<file path="src/sv/vln_pkg.sv">
`timescale 1ns / 1ps
package vln_pkg;
	// fixed field widths
	localparam int ELEM_W = 16;
	localparam int MAG_W  = 17;
	localparam int SQ_W   = 31;
	localparam int SUM_W  = 36;
	localparam int ROOT_W = 18;
	localparam int NORM_W = 24;
	localparam int NUM_W  = 32;
	localparam int FRAC_SH = 14;
	localparam logic [SUM_W-1:0] SUM_LIMIT = {SUM_W{1'b1}};
	localparam logic [NUM_W-1:0] UNIT_ONE  = 32'd16384;

	typedef logic signed [ELEM_W-1:0] elem_t;
	typedef logic [MAG_W-1:0] mag_t;

	// magnitude of a signed component
	function automatic mag_t mag_of(input elem_t e);
		mag_t x;
		x = {e[ELEM_W-1], e};
		return e[ELEM_W-1] ? (MAG_W'(0) - x) : x;
	endfunction
endpackage

</file>
<file path="src/sv/vln_ram.sv">
`timescale 1ns / 1ps
module vln_ram #(
	parameter int WIDTH = 16,
	parameter int DEPTH = 16
) (
	input  logic clk,
	input  logic we,
	input  logic [(DEPTH > 1 ? $clog2(DEPTH) : 1)-1:0] waddr,
	input  logic [WIDTH-1:0] wdata,
	input  logic re,
	input  logic [(DEPTH > 1 ? $clog2(DEPTH) : 1)-1:0] raddr,
	output logic [WIDTH-1:0] rdata
);
	logic [WIDTH-1:0] mem_q [DEPTH];

	always_ff @(posedge clk) begin
		if (we) mem_q[waddr] <= wdata;
		if (re) rdata <= mem_q[raddr];
	end
endmodule

</file>
<file path="src/sv/vln_sqrt.sv">
`timescale 1ns / 1ps
module vln_sqrt (
	input  logic clk,
	input  logic arst_n,
	input  logic start,
	input  logic [vln_pkg::SUM_W-1:0] radicand,
	output logic done,
	output logic [vln_pkg::ROOT_W-1:0] root
);
	import vln_pkg::*;

	localparam int REM_W = 21;

	logic [SUM_W-1:0] val_q;
	logic [REM_W-1:0] rem_q;
	logic [ROOT_W-1:0] root_q;
	logic [4:0] cnt_q;
	logic busy_q;
	logic [REM_W-1:0] rem_sh, trial;
	logic fits;

	// one root bit per cycle: bring down two radicand bits, try (root<<2)|1
	always_comb begin
		rem_sh = {rem_q[REM_W-3:0], val_q[SUM_W-1 -: 2]};
		trial  = {1'b0, root_q, 2'b01};
		fits   = rem_sh >= trial;
	end

	always_ff @(posedge clk or negedge arst_n) begin
		if (!arst_n) begin
			busy_q <= 1'b0;
			done   <= 1'b0;
			cnt_q  <= '0;
		end else begin
			done <= 1'b0;
			if (start) begin
				busy_q <= 1'b1;
				cnt_q  <= 5'(ROOT_W - 1);
			end else if (busy_q) begin
				cnt_q <= cnt_q - 5'd1;
				if (cnt_q == '0) begin
					busy_q <= 1'b0;
					done   <= 1'b1;
				end
			end
		end
	end

	always_ff @(posedge clk) begin
		if (start) begin
			val_q  <= radicand;
			rem_q  <= '0;
			root_q <= '0;
		end else if (busy_q) begin
			val_q  <= {val_q[SUM_W-3:0], 2'b00};
			rem_q  <= fits ? rem_sh - trial : rem_sh;
			root_q <= {root_q[ROOT_W-2:0], fits};
		end
	end

	assign root = root_q;
endmodule

</file>
<file path="src/sv/vln_div.sv">
`timescale 1ns / 1ps
module vln_div (
	input  logic clk,
	input  logic arst_n,
	input  logic start,
	input  logic [vln_pkg::NUM_W-1:0] numer,
	input  logic [vln_pkg::ROOT_W-1:0] denom,
	output logic done,
	output logic [vln_pkg::NUM_W-1:0] quot
);
	import vln_pkg::*;

	logic [NUM_W-1:0] nq_q;
	logic [ROOT_W-1:0] rem_q, den_q;
	logic [5:0] cnt_q;
	logic busy_q;
	logic [ROOT_W:0] rem_sh;
	logic fits;

	// restoring division, one quotient bit per cycle
	always_comb begin
		rem_sh = {rem_q, nq_q[NUM_W-1]};
		fits   = rem_sh >= {1'b0, den_q};
	end

	always_ff @(posedge clk or negedge arst_n) begin
		if (!arst_n) begin
			busy_q <= 1'b0;
			done   <= 1'b0;
			cnt_q  <= '0;
		end else begin
			done <= 1'b0;
			if (start) begin
				busy_q <= 1'b1;
				cnt_q  <= 6'(NUM_W - 1);
			end else if (busy_q) begin
				cnt_q <= cnt_q - 6'd1;
				if (cnt_q == '0) begin
					busy_q <= 1'b0;
					done   <= 1'b1;
				end
			end
		end
	end

	always_ff @(posedge clk) begin
		if (start) begin
			nq_q  <= numer;
			den_q <= denom;
			rem_q <= '0;
		end else if (busy_q) begin
			rem_q <= fits ? ROOT_W'(rem_sh - {1'b0, den_q}) : rem_sh[ROOT_W-1:0];
			nq_q  <= {nq_q[NUM_W-2:0], fits};
		end
	end

	assign quot = nq_q;
endmodule

</file>
<file path="src/sv/vector_l2_normalize_unit.sv">
`timescale 1ns / 1ps
// channel | handshake            | fields
// in      | in_valid, in_ready   | element, last
// out     | out_valid, out_ready | unit_element, norm_value, zero_norm, overflow, last_out
// Loading: each component is squared on acceptance, then accumulated; in_ready is low in between.
// After last: the square root runs (18 root bits, one a cycle) before the first read.
// Each result: read, start, 32-step bit-serial divide, hand-off, output; a zero vector skips
// the divide; each result then waits in ST_OUT for out_ready.
// Input is held off while results drain.
// Reset clears the run state; the component buffer needs no clearing.
module vector_l2_normalize_unit #(
	parameter int MAX_LENGTH = 16
) (
	input  logic clk,
	input  logic arst_n,
	input  logic in_valid,
	output logic in_ready,
	input  logic signed [15:0] element,
	input  logic last,
	output logic out_valid,
	input  logic out_ready,
	output logic signed [15:0] unit_element,
	output logic [23:0] norm_value,
	output logic zero_norm,
	output logic overflow,
	output logic last_out
);
	import vln_pkg::*;

	localparam int AW = MAX_LENGTH > 1 ? $clog2(MAX_LENGTH) : 1;
	localparam int CW = $clog2(MAX_LENGTH + 1);
	localparam logic [CW-1:0] MAX_CNT = CW'(MAX_LENGTH);

	localparam logic [2:0] ST_IDLE = 3'd0;
	localparam logic [2:0] ST_ACC  = 3'd1;
	localparam logic [2:0] ST_SQRT = 3'd2;
	localparam logic [2:0] ST_RD   = 3'd3;
	localparam logic [2:0] ST_DIVS = 3'd4;
	localparam logic [2:0] ST_DIVW = 3'd5;
	localparam logic [2:0] ST_OUT  = 3'd6;
	localparam logic [2:0] ST_SQW  = 3'd7;

	logic [2:0] state_q;
	logic [SUM_W-1:0] sum_q;
	logic [CW-1:0] cnt_q, k_q;
	logic ovf_q, last_s1, stored_s1, sign_q;
	logic [SQ_W-1:0] sq_s1;
	logic [ROOT_W-1:0] norm_q;
	logic zero_q;
	logic accept;
	logic [ELEM_W-1:0] rdata;
	logic sqrt_done, div_done, div_start, sqrt_start;
	logic [ROOT_W-1:0] root;
	logic [NUM_W-1:0] quot, numer, qsat;
	logic [SUM_W:0] sum_add;
	mag_t rmag, imag;

	assign in_ready   = state_q == ST_IDLE;
	assign accept     = in_valid && in_ready;
	assign sqrt_start = state_q == ST_SQRT;
	assign div_start  = state_q == ST_DIVS && !zero_q;

	// component buffer
	vln_ram #(.WIDTH(ELEM_W), .DEPTH(MAX_LENGTH)) u_ram (
		.clk(clk),
		.we(accept && cnt_q < MAX_CNT),
		.waddr(cnt_q[AW-1:0]),
		.wdata(element),
		.re(state_q == ST_RD),
		.raddr(k_q[AW-1:0]),
		.rdata(rdata)
	);

	vln_sqrt u_sqrt (
		.clk(clk), .arst_n(arst_n), .start(sqrt_start),
		.radicand(sum_q), .done(sqrt_done), .root(root)
	);

	vln_div u_div (
		.clk(clk), .arst_n(arst_n), .start(div_start),
		.numer(numer), .denom(norm_q), .done(div_done), .quot(quot)
	);

	// numerator: |e| * 2^14 + norm/2 for round to nearest
	always_comb begin
		imag    = mag_of(element);
		rmag    = mag_of(rdata);
		numer   = {1'b0, rmag, {FRAC_SH{1'b0}}} + {{(NUM_W-ROOT_W+1){1'b0}}, norm_q[ROOT_W-1:1]};
		qsat    = quot > UNIT_ONE ? UNIT_ONE : quot;
		sum_add = {1'b0, sum_q} + {{(SUM_W+1-SQ_W){1'b0}}, sq_s1};
	end

	// sequencer
	always_ff @(posedge clk or negedge arst_n) begin
		if (!arst_n) begin
			state_q   <= ST_IDLE;
			sum_q     <= '0;
			cnt_q     <= '0;
			k_q       <= '0;
			ovf_q     <= 1'b0;
			out_valid <= 1'b0;
		end else begin
			case (state_q)
				ST_IDLE: begin
					if (accept) begin
						if (cnt_q >= MAX_CNT) ovf_q <= 1'b1;
						state_q <= ST_ACC;
					end
				end
				ST_ACC: begin
					if (stored_s1) begin
						sum_q <= sum_add > {1'b0, SUM_LIMIT} ? SUM_LIMIT : sum_add[SUM_W-1:0];
						cnt_q <= cnt_q + CW'(1);
					end
					state_q <= last_s1 ? ST_SQRT : ST_IDLE;
				end
				ST_SQRT: state_q <= ST_SQW;
				ST_SQW: begin
					if (sqrt_done) begin
						k_q     <= '0;
						state_q <= ST_RD;
					end
				end
				ST_RD: state_q <= ST_DIVS;
				ST_DIVS: begin
					if (zero_q) begin
						out_valid <= 1'b1;
						state_q   <= ST_OUT;
					end else begin
						state_q <= ST_DIVW;
					end
				end
				ST_DIVW: begin
					if (div_done) begin
						out_valid <= 1'b1;
						state_q   <= ST_OUT;
					end
				end
				ST_OUT: begin
					if (out_ready) begin
						out_valid <= 1'b0;
						if (k_q + CW'(1) == cnt_q) begin
							sum_q   <= '0;
							cnt_q   <= '0;
							ovf_q   <= 1'b0;
							state_q <= ST_IDLE;
						end else begin
							k_q     <= k_q + CW'(1);
							state_q <= ST_RD;
						end
					end
				end
				default: state_q <= ST_IDLE;
			endcase
		end
	end

	// payload registers
	always_ff @(posedge clk) begin
		if (accept) begin
			sq_s1     <= SQ_W'(imag) * SQ_W'(imag);
			stored_s1 <= cnt_q < MAX_CNT;
			last_s1   <= last;
		end
		if (state_q == ST_SQRT) zero_q <= sum_q == '0;
		if (sqrt_done) norm_q <= root;
		if (state_q == ST_DIVS) begin
			sign_q <= rdata[ELEM_W-1];
			if (zero_q) unit_element <= '0;
			norm_value <= {{(NORM_W-ROOT_W){1'b0}}, norm_q};
			zero_norm  <= zero_q;
			overflow   <= ovf_q;
			last_out   <= k_q + CW'(1) == cnt_q;
		end
		if (state_q == ST_DIVW && div_done)
			unit_element <= sign_q ? 16'sd0 - $signed(qsat[15:0]) : $signed(qsat[15:0]);
	end
endmodule

</file>
<file path="config.mk">
export PLATFORM = sky130hd
export DESIGN_NAME = vector_l2_normalize_unit
export DESIGN_NICKNAME = d
export VERILOG_FILES = /design/src/sv/vln_pkg.sv /design/src/sv/vln_ram.sv /design/src/sv/vln_sqrt.sv /design/src/sv/vln_div.sv /design/src/sv/vector_l2_normalize_unit.sv
export SDC_FILE = /design/constraint.sdc
export NUM_CORES = 1
export LEC_CHECK = 0
export BUFFER_PORTS_ARGS = -buffer_cell sky130_fd_sc_hd__buf_2
export CAP_MARGIN = 20
export CORE_UTILIZATION = 50
export CTS_CLUSTER_SIZE = 20
export DETAILED_ROUTE_END_ITERATION = 10
export PLACE_DENSITY = 0.66
export SYNTH_ARGS = -nofsm -noshare
export SYNTH_HDL_FRONTEND = slang
export SYNTH_HIERARCHICAL = 1
export SYNTH_SLANG_ARGS = --single-unit
</file>
<file path="constraint.sdc">
create_clock -name clk -period 5.75 [get_ports clk]
set_input_delay 0.575 -clock clk [delete_from_list [all_inputs] [get_ports clk]]
set_output_delay 0.575 -clock clk [all_outputs]
set_load 0.01 [all_outputs]
</file>
==> results_dict.tcl, run 1 <==
set metrics [dict create \
    status "finished, violations left" \
    violations "setup timing" \
    synthArstFlopShare_pct 11.6 \
    synthTopCellsByArea "edfxtp_1, fa_1, ha_1" \
    port_buffers 59 \
    dp_hpwl_um 58300 \
    ys_top_cells_by_count "edfxtp_1, inv_1, nand2_1" \
    syn2layout_area_growth_pct 16.8 \
    synth_edf_count 447 \
    yosysWarnings 6 \
    finalCoreUtilization_pct 59.1 \
    grt.met3_usage_pct 3.05 \
    drt_iter0_drc 1673 \
    htreeDepth 2 \
    die_area_um2 70500 \
    syn_avg_cell_area_um2 11.8 \
    final_layout_size_suffix_gt1_share_pct 21.0 \
    clk_latency_ns 0.64 \
    rows 96 \
    post-route-period-util_pct 122 \
    worst_setup_path_start_kind "input pin" \
    synth_cell_types 95 \
    synth_seq_cells 568 \
    n_antenna_cell 0 \
    post_dp_cell_area_um2 37800 \
    wl_per_cell_um 19.1 \
    clock-sinks 568 \
    setup_ws_ns -1.26 \
    clk_pin_slew_ns 0.06 \
    min_path_type "input pin to asynchronous set/reset pin" \
    drt_first_pass_iters 5 \
    grt_util_met2_pct 40.6 \
    die_w_um 265 \
    fin_cells 4209 \
    synth_most_common_cell "edfxtp_1" \
    globalRouteOverflowTotal 0 \
    final_area_um2 40500 \
    slew_headroom_pct 31.2 \
    setup_viol 19 \
    ant_nets 0 \
    viasPerCell 5.55 \
    ios 66 \
    place_congestion 0.910 \
    wl_um 80400 \
    critical_path_required_ns 6.09 \
    tns_ns -18.82 \
    start_util_pct 50.6 \
    synth_largest_area_cell "edfxtp_1" \
    cts_buffers 58 \
    antenna_found_initial 2 \
    min_period_ns 7.01 \
    synthCells 2935 \
    use_met1_pct 30.5 \
    clockRootBuffer "clkbuf_16" \
    dp_cells 4084 \
    fp.dieH_um 265 \
    fin_worst_skew_ns 0.0543 \
    rsz0062_at_grt "true" \
    worst_slew_pin_slew_ns 1.03 \
    nets 3617 \
    via_count 23359 \
    core_area_um2 68600 \
    grt_pass1_wl_um 130000 \
    cts_hold_buf 0 \
    clock.fmax_ghz 0.143 \
    maxCapViolCount 0 \
    cp-end-kind "flip-flop" \
    synth-main-ff-cell "edfxtp_1" \
    maxSlewViolCount 0 \
    cts_buffer_depth 3 \
    critPathMaxFanout 5 \
    grt_max_degree 73 \
    grt_util_all_layers_pct 23.3 \
    crit_arrival_ns 7.35 \
    yosysTopAreaCellShare_pct 38.7 \
    drc 0 \
    worstSetupPathType "input pin to flip-flop" \
    synth_area_um2 34700 \
    yosysSeqAreaShare_pct 46.6 \
    busiest_layer "met2" \
    cts_tree "yes" \
    finalHoldViolCount 0 \
    grt_pass1_vias 24366 \
]
[layer usage]
layer | up-vias | share of wire (%)
li1 | 10896 | -
met1 | 11735 | 42
met2 | 616 | 51
met3 | 112 | 5.3
met4 | 0 | 2.5
met5 | - | 0
[path summary, 6_finish.rpt]
kind                                                 end  depth (start not counted)  slack, ns                     startpoint
setup / recovery                     sq_s1[29]$_DFFE_PP_                         28      -1.26                     element[1]
hold / removal               u_sqrt/cnt_q[2]$_DFFE_PN0P_                          1       0.05                         arst_n
setup reg to reg                   sum_q[33]$_DFFE_PN0P_                         11       1.71             sq_s1[0]$_DFFE_PP_
hold reg to reg            u_sqrt/rem_q[17]$_SDFFE_PP0P_                          2       0.46  u_sqrt/rem_q[17]$_SDFFE_PP0P_
max in group asynchronous             k_q[0]$_DFFE_PN0P_                          1       5.01                         arst_n
min in group clk                       last_s1$_DFFE_PP_                          1       0.18                           last
[through the flow]
stage | worst slack, ns | hold slack (ns)
4_1_cts | -1.17 | 0.0729
5_1_grt | -1.51 | 0.107
3_5_place_dp | -1.91 | 0.439
2_1_floorplan | -1.58 | 0.279
6_report | -1.26 | 0.0470
3_3_place_gp | -1.78 | 0.442
[logic make-up (layout without fill, tap and decap cells)]
| group | after synthesis | after routing | synth area share, % |
|---|---|---|---|
| compound gates | 479 | 479 | 9.19 |
| xor+xnor | 147 | 147 | 3.79 |
| fa+ha+maj | 367 | 367 | 17.4 |
| buf+inv | 484 | 787 | 5.54 |
| flops | 568 | 568 | 46.6 |
| mux | 183 | 183 | 7.94 |
| other cells | 2 | 42 | 0.0216 |
| simple gates | 705 | 705 | 9.48 |
[cell type report]
cell class / count / area (um^2)
sequential: 568 / 16200
clock inverter: 40 / 445
inverter: 372 / 1410
fill: 5484 / 28100
timing repair buffer: 306 / 2280
multi-input combinational: 1923 / 17500
tap: 931 / 1160
clock buffer: 69 / 1540
[placed cells by master, fill, tap and decap left out, drive strengths merged, types with 31 or more instances in the layout]
| cell type | count |
|---|---|
| a21o | 40 |
| a21oi | 103 |
| a22oi | 33 |
| buf | 306 |
| clkbuf | 69 |
| conb | 42 |
| dfrtp | 66 |
| dfxtp | 55 |
| edfxtp | 447 |
| fa | 194 |
| ha | 173 |
| inv | 374 |
| mux2 | 68 |
| mux2i | 51 |
| mux4 | 64 |
| nand2 | 269 |
| nand3 | 31 |
| nor2 | 186 |
| nor3 | 38 |
| o21ai | 137 |
| xnor2 | 97 |
| xor2 | 48 |
[critical path: stages]
cell and delay, ns:
buf_8 0.10, inv_6 0.05, ha_4 0.12, or3b_4 0.37, or4_4 0.55, buf_6 0.14, o41ai_4 0.34, xnor2_2 0.21
buf_6 0.17, nand2_2 0.05, fa_1 0.54, inv_2 0.06, fa_1 0.48, fa_1 0.57, fa_1 0.43, fa_1 0.49
inv_1 0.05, fa_2 0.52, inv_2 0.04, ha_4 0.15, a21o_1 0.16, a21oi_2 0.16, nor2b_1 0.06, o21ai_1 0.13
nand2b_1 0.09, a2111o_1 0.43, o221ai_2 0.19, xnor2_2 0.10
[what timing repair did]
item,in CTS,in global routing
cloned,1,0
pin swaps,25,58
resized for setup,54,78
endpoints found under the setup margin,19,21
setup buffers,10,6
endpoints found under the hold margin,0,0
[registers in the layout (all words and copies together), names as in the netlist, 19 cells and up]
register	cells
sq_s1	30
u_div/quot	32
u_ram/mem_q	256
u_sqrt/val_q	36
sum_q	36
u_sqrt/rem_q	19
Power of run 1 is left out: the tool's default activity adds up to more than one toggle a clock period on the data nets, which glitch-free logic cannot reach.
==> inputs of run 2 (changes only) <==
ABC_AREA = 1   (was unset)
CORE_UTILIZATION = unset   (was 50)
PLACE_DENSITY = unset   (was 0.66)
==> run 2 against run 1 <==
- the run now fails in 1_2_yosys
==> results_dict.tcl, run 2 <==
set metrics [dict create \
    yosysWarnings 0 \
    haltStage "1_2_yosys" \
    stop_error "ERROR: ABC failed with status B" \
    status "did not finish" \
]
